===== src/rtl/tdes_pkg.sv =====
// ----------------------------------------------------------------------------
// tdes_pkg: shared types, tables and functions for the Triple DES pipeline.
// Holds the DES permutations, the S-boxes, the round function and the
// key schedule helpers used by the round cells and the top level.
// ----------------------------------------------------------------------------
package tdes_pkg;

  localparam int NumRounds = 48;

  // Register indexes of the configuration port.
  localparam logic [1:0] RegKeyOne   = 2'd0;
  localparam logic [1:0] RegKeyTwo   = 2'd1;
  localparam logic [1:0] RegKeyThree = 2'd2;

  // Data carried from one round cell to the next.
  typedef struct packed {
    logic        vld;
    logic [31:0] l;
    logic [31:0] r;
    logic        dec;
  } stage_t;

  // Flow control shared by the cells.
  typedef struct packed {
    logic adv;
  } ctrl_t;

  typedef logic [7:0] ptab_t [64];

  localparam ptab_t IpTab = '{
    8'd58,8'd50,8'd42,8'd34,8'd26,8'd18,8'd10,8'd2, 8'd60,8'd52,8'd44,8'd36,8'd28,8'd20,8'd12,8'd4,
    8'd62,8'd54,8'd46,8'd38,8'd30,8'd22,8'd14,8'd6, 8'd64,8'd56,8'd48,8'd40,8'd32,8'd24,8'd16,8'd8,
    8'd57,8'd49,8'd41,8'd33,8'd25,8'd17,8'd9,8'd1,  8'd59,8'd51,8'd43,8'd35,8'd27,8'd19,8'd11,8'd3,
    8'd61,8'd53,8'd45,8'd37,8'd29,8'd21,8'd13,8'd5, 8'd63,8'd55,8'd47,8'd39,8'd31,8'd23,8'd15,8'd7};

  localparam ptab_t FpTab = '{
    8'd40,8'd8,8'd48,8'd16,8'd56,8'd24,8'd64,8'd32, 8'd39,8'd7,8'd47,8'd15,8'd55,8'd23,8'd63,8'd31,
    8'd38,8'd6,8'd46,8'd14,8'd54,8'd22,8'd62,8'd30, 8'd37,8'd5,8'd45,8'd13,8'd53,8'd21,8'd61,8'd29,
    8'd36,8'd4,8'd44,8'd12,8'd52,8'd20,8'd60,8'd28, 8'd35,8'd3,8'd43,8'd11,8'd51,8'd19,8'd59,8'd27,
    8'd34,8'd2,8'd42,8'd10,8'd50,8'd18,8'd58,8'd26, 8'd33,8'd1,8'd41,8'd9,8'd49,8'd17,8'd57,8'd25};

  localparam logic [7:0] ETab [48] = '{
    8'd32,8'd1,8'd2,8'd3,8'd4,8'd5, 8'd4,8'd5,8'd6,8'd7,8'd8,8'd9,
    8'd8,8'd9,8'd10,8'd11,8'd12,8'd13, 8'd12,8'd13,8'd14,8'd15,8'd16,8'd17,
    8'd16,8'd17,8'd18,8'd19,8'd20,8'd21, 8'd20,8'd21,8'd22,8'd23,8'd24,8'd25,
    8'd24,8'd25,8'd26,8'd27,8'd28,8'd29, 8'd28,8'd29,8'd30,8'd31,8'd32,8'd1};

  localparam logic [7:0] PTab [32] = '{
    8'd16,8'd7,8'd20,8'd21,8'd29,8'd12,8'd28,8'd17, 8'd1,8'd15,8'd23,8'd26,8'd5,8'd18,8'd31,8'd10,
    8'd2,8'd8,8'd24,8'd14,8'd32,8'd27,8'd3,8'd9,    8'd19,8'd13,8'd30,8'd6,8'd22,8'd11,8'd4,8'd25};

  localparam logic [7:0] Pc1Tab [56] = '{
    8'd57,8'd49,8'd41,8'd33,8'd25,8'd17,8'd9, 8'd1,8'd58,8'd50,8'd42,8'd34,8'd26,8'd18,
    8'd10,8'd2,8'd59,8'd51,8'd43,8'd35,8'd27, 8'd19,8'd11,8'd3,8'd60,8'd52,8'd44,8'd36,
    8'd63,8'd55,8'd47,8'd39,8'd31,8'd23,8'd15, 8'd7,8'd62,8'd54,8'd46,8'd38,8'd30,8'd22,
    8'd14,8'd6,8'd61,8'd53,8'd45,8'd37,8'd29, 8'd21,8'd13,8'd5,8'd28,8'd20,8'd12,8'd4};

  localparam logic [7:0] Pc2Tab [48] = '{
    8'd14,8'd17,8'd11,8'd24,8'd1,8'd5, 8'd3,8'd28,8'd15,8'd6,8'd21,8'd10,
    8'd23,8'd19,8'd12,8'd4,8'd26,8'd8, 8'd16,8'd7,8'd27,8'd20,8'd13,8'd2,
    8'd41,8'd52,8'd31,8'd37,8'd47,8'd55, 8'd30,8'd40,8'd51,8'd45,8'd33,8'd48,
    8'd44,8'd49,8'd39,8'd56,8'd34,8'd53, 8'd46,8'd42,8'd50,8'd36,8'd29,8'd32};

  // Total left rotation of C and D after each round, counted from PC1.
  localparam logic [4:0] RotSum [16] = '{
    5'd1,5'd2,5'd4,5'd6,5'd8,5'd10,5'd12,5'd14,
    5'd15,5'd17,5'd19,5'd21,5'd23,5'd25,5'd27,5'd28};

  localparam logic [3:0] SBox [8][64] = '{
   '{4'd14,4'd4,4'd13,4'd1,4'd2,4'd15,4'd11,4'd8,4'd3,4'd10,4'd6,4'd12,4'd5,4'd9,4'd0,4'd7,
     4'd0,4'd15,4'd7,4'd4,4'd14,4'd2,4'd13,4'd1,4'd10,4'd6,4'd12,4'd11,4'd9,4'd5,4'd3,4'd8,
     4'd4,4'd1,4'd14,4'd8,4'd13,4'd6,4'd2,4'd11,4'd15,4'd12,4'd9,4'd7,4'd3,4'd10,4'd5,4'd0,
     4'd15,4'd12,4'd8,4'd2,4'd4,4'd9,4'd1,4'd7,4'd5,4'd11,4'd3,4'd14,4'd10,4'd0,4'd6,4'd13},
   '{4'd15,4'd1,4'd8,4'd14,4'd6,4'd11,4'd3,4'd4,4'd9,4'd7,4'd2,4'd13,4'd12,4'd0,4'd5,4'd10,
     4'd3,4'd13,4'd4,4'd7,4'd15,4'd2,4'd8,4'd14,4'd12,4'd0,4'd1,4'd10,4'd6,4'd9,4'd11,4'd5,
     4'd0,4'd14,4'd7,4'd11,4'd10,4'd4,4'd13,4'd1,4'd5,4'd8,4'd12,4'd6,4'd9,4'd3,4'd2,4'd15,
     4'd13,4'd8,4'd10,4'd1,4'd3,4'd15,4'd4,4'd2,4'd11,4'd6,4'd7,4'd12,4'd0,4'd5,4'd14,4'd9},
   '{4'd10,4'd0,4'd9,4'd14,4'd6,4'd3,4'd15,4'd5,4'd1,4'd13,4'd12,4'd7,4'd11,4'd4,4'd2,4'd8,
     4'd13,4'd7,4'd0,4'd9,4'd3,4'd4,4'd6,4'd10,4'd2,4'd8,4'd5,4'd14,4'd12,4'd11,4'd15,4'd1,
     4'd13,4'd6,4'd4,4'd9,4'd8,4'd15,4'd3,4'd0,4'd11,4'd1,4'd2,4'd12,4'd5,4'd10,4'd14,4'd7,
     4'd1,4'd10,4'd13,4'd0,4'd6,4'd9,4'd8,4'd7,4'd4,4'd15,4'd14,4'd3,4'd11,4'd5,4'd2,4'd12},
   '{4'd7,4'd13,4'd14,4'd3,4'd0,4'd6,4'd9,4'd10,4'd1,4'd2,4'd8,4'd5,4'd11,4'd12,4'd4,4'd15,
     4'd13,4'd8,4'd11,4'd5,4'd6,4'd15,4'd0,4'd3,4'd4,4'd7,4'd2,4'd12,4'd1,4'd10,4'd14,4'd9,
     4'd10,4'd6,4'd9,4'd0,4'd12,4'd11,4'd7,4'd13,4'd15,4'd1,4'd3,4'd14,4'd5,4'd2,4'd8,4'd4,
     4'd3,4'd15,4'd0,4'd6,4'd10,4'd1,4'd13,4'd8,4'd9,4'd4,4'd5,4'd11,4'd12,4'd7,4'd2,4'd14},
   '{4'd2,4'd12,4'd4,4'd1,4'd7,4'd10,4'd11,4'd6,4'd8,4'd5,4'd3,4'd15,4'd13,4'd0,4'd14,4'd9,
     4'd14,4'd11,4'd2,4'd12,4'd4,4'd7,4'd13,4'd1,4'd5,4'd0,4'd15,4'd10,4'd3,4'd9,4'd8,4'd6,
     4'd4,4'd2,4'd1,4'd11,4'd10,4'd13,4'd7,4'd8,4'd15,4'd9,4'd12,4'd5,4'd6,4'd3,4'd0,4'd14,
     4'd11,4'd8,4'd12,4'd7,4'd1,4'd14,4'd2,4'd13,4'd6,4'd15,4'd0,4'd9,4'd10,4'd4,4'd5,4'd3},
   '{4'd12,4'd1,4'd10,4'd15,4'd9,4'd2,4'd6,4'd8,4'd0,4'd13,4'd3,4'd4,4'd14,4'd7,4'd5,4'd11,
     4'd10,4'd15,4'd4,4'd2,4'd7,4'd12,4'd9,4'd5,4'd6,4'd1,4'd13,4'd14,4'd0,4'd11,4'd3,4'd8,
     4'd9,4'd14,4'd15,4'd5,4'd2,4'd8,4'd12,4'd3,4'd7,4'd0,4'd4,4'd10,4'd1,4'd13,4'd11,4'd6,
     4'd4,4'd3,4'd2,4'd12,4'd9,4'd5,4'd15,4'd10,4'd11,4'd14,4'd1,4'd7,4'd6,4'd0,4'd8,4'd13},
   '{4'd4,4'd11,4'd2,4'd14,4'd15,4'd0,4'd8,4'd13,4'd3,4'd12,4'd9,4'd7,4'd5,4'd10,4'd6,4'd1,
     4'd13,4'd0,4'd11,4'd7,4'd4,4'd9,4'd1,4'd10,4'd14,4'd3,4'd5,4'd12,4'd2,4'd15,4'd8,4'd6,
     4'd1,4'd4,4'd11,4'd13,4'd12,4'd3,4'd7,4'd14,4'd10,4'd15,4'd6,4'd8,4'd0,4'd5,4'd9,4'd2,
     4'd6,4'd11,4'd13,4'd8,4'd1,4'd4,4'd10,4'd7,4'd9,4'd5,4'd0,4'd15,4'd14,4'd2,4'd3,4'd12},
   '{4'd13,4'd2,4'd8,4'd4,4'd6,4'd15,4'd11,4'd1,4'd10,4'd9,4'd3,4'd14,4'd5,4'd0,4'd12,4'd7,
     4'd1,4'd15,4'd13,4'd8,4'd10,4'd3,4'd7,4'd4,4'd12,4'd5,4'd6,4'd11,4'd0,4'd14,4'd9,4'd2,
     4'd7,4'd11,4'd4,4'd1,4'd9,4'd12,4'd14,4'd2,4'd0,4'd6,4'd10,4'd13,4'd15,4'd3,4'd5,4'd8,
     4'd2,4'd1,4'd14,4'd7,4'd4,4'd10,4'd8,4'd13,4'd15,4'd12,4'd9,4'd0,4'd3,4'd5,4'd6,4'd11}};

  // Initial and final permutations of a 64-bit block (bit 1 is the MSB).
  function automatic logic [63:0] perm64(input logic [63:0] v, input ptab_t t);
    logic [63:0] r;
    for (int i = 0; i < 64; i++) r[63-i] = v[64-t[i]];
    return r;
  endfunction

  // Round subkey: PC1, rotate both halves by the round's total, then PC2.
  function automatic logic [47:0] subkey(input logic [63:0] key, input logic [3:0] rnd);
    logic [55:0] cd;
    logic [27:0] c, d;
    logic [55:0] cdr;
    logic [47:0] k;
    logic [4:0]  s;
    for (int i = 0; i < 56; i++) cd[55-i] = key[64-Pc1Tab[i]];
    s = RotSum[rnd];
    c = cd[55:28];
    d = cd[27:0];
    c = (c << s) | (c >> (5'd28 - s));
    d = (d << s) | (d >> (5'd28 - s));
    cdr = {c, d};
    for (int i = 0; i < 48; i++) k[47-i] = cdr[56-Pc2Tab[i]];
    return k;
  endfunction

  // Feistel function: E, key mix, S-boxes and P.
  function automatic logic [31:0] feistel(input logic [31:0] r, input logic [47:0] k);
    logic [47:0] x;
    logic [31:0] so;
    logic [31:0] f;
    logic [5:0]  b;
    for (int i = 0; i < 48; i++) x[47-i] = r[32-ETab[i]];
    x = x ^ k;
    for (int j = 0; j < 8; j++) begin
      b = x[47-6*j -: 6];
      so[31-4*j -: 4] = SBox[j][{b[5], b[0], b[4:1]}];
    end
    for (int i = 0; i < 32; i++) f[31-i] = so[32-PTab[i]];
    return f;
  endfunction

endpackage


===== src/rtl/tdes_round_cell.sv =====
// ----------------------------------------------------------------------------
// tdes_round_cell: one Feistel round of the Triple DES chain.
// Applies the round function with its subkey and registers the halves,
// handing them to the next cell when the chain advances.
// ----------------------------------------------------------------------------
module tdes_round_cell
  import tdes_pkg::*;
(
  input  logic        clk,
  input  logic        rst,
  input  ctrl_t       ctrl,
  input  stage_t      din,
  input  logic [47:0] sk,
  output stage_t      dout
);

  logic [31:0] f;

  // Round function on the incoming right half.
  assign f = feistel(din.r, sk);

  // Stage register; only the valid bit needs reset.
  always_ff @(posedge clk) begin
    if (rst) begin
      dout.vld <= 1'b0;
    end else if (ctrl.adv) begin
      dout.vld <= din.vld;
    end
    if (ctrl.adv) begin
      dout.l   <= din.r;
      dout.r   <= din.l ^ f;
      dout.dec <= din.dec;
    end
  end

endmodule


===== config.mk =====
export PLATFORM = sky130hd
export DESIGN_NAME = tdes_round_cell
export DESIGN_NICKNAME = d
export VERILOG_FILES = /design/src/rtl/tdes_pkg.sv /design/src/rtl/tdes_round_cell.sv
export SDC_FILE = /design/constraint.sdc
export NUM_CORES = 1
export LEC_CHECK = 0
export BUFFER_PORTS_ARGS = -buffer_cell sky130_fd_sc_hd__buf_4
export CELL_PAD_IN_SITES_DETAIL_PLACEMENT = 1
export CELL_PAD_IN_SITES_GLOBAL_PLACEMENT = 2
export CORE_ASPECT_RATIO = 1.4
export CORE_MARGIN = 4
export CORE_UTILIZATION = 36
export DETAILED_ROUTE_END_ITERATION = 10
export GPL_ROUTABILITY_DRIVEN = 0
export PLACE_DENSITY_LB_ADDON = 0.1
export SLEW_MARGIN = 20
export SYNTH_ARGS = -nofsm -noshare
export SYNTH_HDL_FRONTEND = slang
export SYNTH_SLANG_ARGS = --single-unit
export TNS_END_PERCENT = 20

===== constraint.sdc =====
create_clock -name clk -period 8.5 [get_ports clk]
set_input_delay 1.7 -clock clk [delete_from_list [all_inputs] [get_ports clk]]
set_output_delay 1.7 -clock clk [all_outputs]
set_load 0.05 [all_outputs]

==> impl_metrics.env <==
export IMPL_fp_dieArea_mm2=0.0231
export IMPL_postCtsHoldBufs=0
export IMPL_die_w_um=129
export IMPL_power_total_uw=1710
export IMPL_criticalPathCategory="primary input to flip-flop"
export IMPL_tns_ps=0
export IMPL_crit_slowest_cell="xnor2_1"
export IMPL_cts_buffers=9
export IMPL_syn_nets=957
export IMPL_status="completed"
export IMPL_path_buf_inv=2
export IMPL_synth_top_area_share_pct=26.2
export IMPL_drive_gt1_share_pct=26.8
export IMPL_max_stage_delay_ps=800
export IMPL_crit_required_ps=8590
export IMPL_layout_nets=1127
export IMPL_final_common_cell="buf_4"
export IMPL_async_flop_share_pct=0
export IMPL_cp_depth=9
export IMPL_finalSetupViolCount=0
export IMPL_post_synth_num_cell_types=60
export IMPL_rows=61
export IMPL_leakagePower_uw=0.00380
export IMPL_power_density_mw_per_mm2=183
export IMPL_critPathMaxFanout=12
export IMPL_setup_worst_path_start_class="primary input"
export IMPL_netlist_area_mm2=0.00744
export IMPL_globalRouteTotalUtil_pct=19.8
export IMPL_clockBufferDepth=2
export IMPL_ys_top_cells_by_area="edfxtp_1 (26%), ha_1 (10%), mux4_2 (8.2%), xnor2_1 (7.2%), xor2_1 (6.2%)"
export IMPL_ctsResizeCount=0
export IMPL_worstMarginPinSlew_ps=1080
export IMPL_cts_sinks=66
export IMPL_drc=0
export IMPL_htreeDepth=3
export IMPL_hold_class="flip-flop to flip-flop"
export IMPL_root_buffer="clkbuf_16"
export IMPL_drt_pass1_iter_count=4
export IMPL_grt_pass1_wl_um=37200
export IMPL_fp_dieH_um=178
export IMPL_post_place_ws_ps=3900
export IMPL_arrival_ps=4330
export IMPL_fin_ws_ps=4250
export IMPL_slew_violations=0
export IMPL_final_hold_viol_count=0
export IMPL_io_pins=183
export IMPL_end_kind="flip-flop"
export IMPL_r2r_end="dout[65]$_SDFFE_PP0P_"
export IMPL_layout_common_cells="buf_4 (195), edfxtp_1 (65), ha_1 (62)"
export IMPL_cts_tree="yes"
export IMPL_finalWirelength_um=23200
export IMPL_syn_avg_cell_area_um2=9.56
export IMPL_grt_overflow_total=0
export IMPL_synth_seq_cells=66
export IMPL_coreArea_mm2=0.0201
export IMPL_yosys_warnings=0
export IMPL_r2r_cells=2
export IMPL_synth_edf_count=65
export IMPL_rsz0062_at_grt="false"
export IMPL_r2r_slack_ps=7870
export IMPL_path_delay_family="XOR/XNOR gates"
export IMPL_ant_nets=0
export IMPL_crit_end="dout[12]$_DFFE_PP_"
export IMPL_max_flop_register="dout"
export IMPL_fmax_mhz=236
export IMPL_synth_top_area_cell="edfxtp_1"
export IMPL_start_util_pct=37.1
export IMPL_area_growth_pct=26.1
export IMPL_viasPerCell=5.72
export IMPL_grt_pass1_vias=7369
export IMPL_insertion_delay_ps=330
export IMPL_vdd_drop_max_mv=0.0785
export IMPL_grt_max_degree=67
export IMPL_path_cells="buf_4 -> xnor2_1 -> inv_1 -> ha_1 -> mux2_2 -> a2111oi_0 -> a31oi_1 -> o21ai_0 -> xor2_1"
export IMPL_fillerInstances=2336
export IMPL_largest_reg_flops=66
export IMPL_drt_iter0_drc=301
export IMPL_startpoint="sk[1]"
export IMPL_antennaDiodeCount=0
export IMPL_period_minus_slack_ps=4250
export IMPL_r2r_start="dout[65]$_SDFFE_PP0P_"
export IMPL_reg_top3="dout: 66 flops"
export IMPL_seq_area_frac_synth_pct=26.5
export IMPL_hpwl_um=17500
export IMPL_max_cap_violations=0
export IMPL_io_buffers=182
export IMPL_hold_ws_ps=550
export IMPL_postCtsSetupBuffers=0
export IMPL_maxSlewHeadroom_pct=27.3
export IMPL_wire_per_inst_um=19.2
export IMPL_syn_inst=778
export IMPL_num_vias=6897
export IMPL_path_clk_slew_ps=60
export IMPL_fin_crit_sh_pct=49.9
export IMPL_synth_flop_cell="edfxtp_1"
export IMPL_antenna_found_initial=0
export IMPL_fin_skew_ps=0
final cells by class:
class	instances	area, um2	area share (%)
Sequential cell	66	1970	21.0
Tap cell	252	315	3.36
Multi-Input combinational cell	638	5200	55.5
Timing Repair Buffer	195	1460	15.6
Inverter	38	145	1.55
Clock inverter	4	42.5	0.454
Clock buffer	12	236	2.52
worst min-delay path by stage:
stage	from	end	cells past startpoint
6_report	dout[65]$_SDFFE_PP0P_	dout[65]$_SDFFE_PP0P_	2
5_1_grt	dout[65]$_SDFFE_PP0P_	dout[65]$_SDFFE_PP0P_	2
4_1_cts	dout[65]$_SDFFE_PP0P_	dout[65]$_SDFFE_PP0P_	2
3_5_place_dp	dout[65]$_SDFFE_PP0P_	dout[65]$_SDFFE_PP0P_	2
3_3_place_gp	dout[65]$_SDFFE_PP0P_	dout[65]$_SDFFE_PP0P_	2
2_1_floorplan	dout[65]$_SDFFE_PP0P_	dout[65]$_SDFFE_PP0P_	2
synthesized netlist by cell type (all sizes together) (2+ instances only):
master    n
edfxtp   65
or3       3
o22ai     7
a311oi    7
and3      2
o31ai     7
inv      36
a221oi    7
a211o     4
xor2     58
buf       9
nor2     59
nor3     28
a211oi   17
and2      4
a21o      3
o2111ai  10
a32oi     2
ha       62
xnor2    66
clkbuf   26
nor4      4
mux4     28
a2111oi   4
o221ai    5
o21ai    34
a31oi    12
a21oi    35
o311ai    8
mux2i    30
clkinv    2
nand3    30
mux2      2
nand2    55
o211ai   31
worst reg2reg max path: cells and delay by family, from the launching register on:
| kind | cells | cell delay [ps] |
|---|---|---|
| and+or+nand+nor | 1 | 60 |
| muxes | 1 | 140 |
| DFF | 1 | 320 |
report_power, final:
part	total (uW)	internal, uW	switching (uW)	leakage (uW)
Combinational	904	343	561	0.00302
Sequential	439	423	16.5	0.000644
Clock	369	225	144	0.000136
Total	1710	990	721	0.00380
metrics by stage:
step / cell area [um2] / util, % / std cells
2_1_floorplan: 7440 / - / 778
3_3_place_gp: 9060 / 45.1 / 1189
3_5_place_dp: 9070 / 45.2 / 1189
4_1_cts: 9350 / 46.6 / 1205
5_1_grt: 9380 / 46.7 / 1205
6_report: 9380 / 46.7 / 1205
logic make-up (layout without fill, tap and decap cells):
| group | count (synthesis) | after routing | synth area share, % |
|---|---|---|---|
| adder cells (fa/ha/maj) | 62 | 62 | 10.4 |
| XOR/XNOR | 124 | 124 | 16.1 |
| buffers and inverters | 74 | 249 | 4.05 |
| multiplexers | 60 | 60 | 12.9 |
| AND/OR/NAND/NOR | 187 | 187 | 10.9 |
| flip-flops | 66 | 66 | 26.5 |
| AO/OA/AOI/OAI | 205 | 205 | 19.1 |
routing by layer:
metal	GRT usage [%]	wire length, um
met3	3.12	1130
met1	22.5	9180
met4	5.98	331
met2	37.4	12500
met5	0	0
Power figures use the tool's default switching activity.
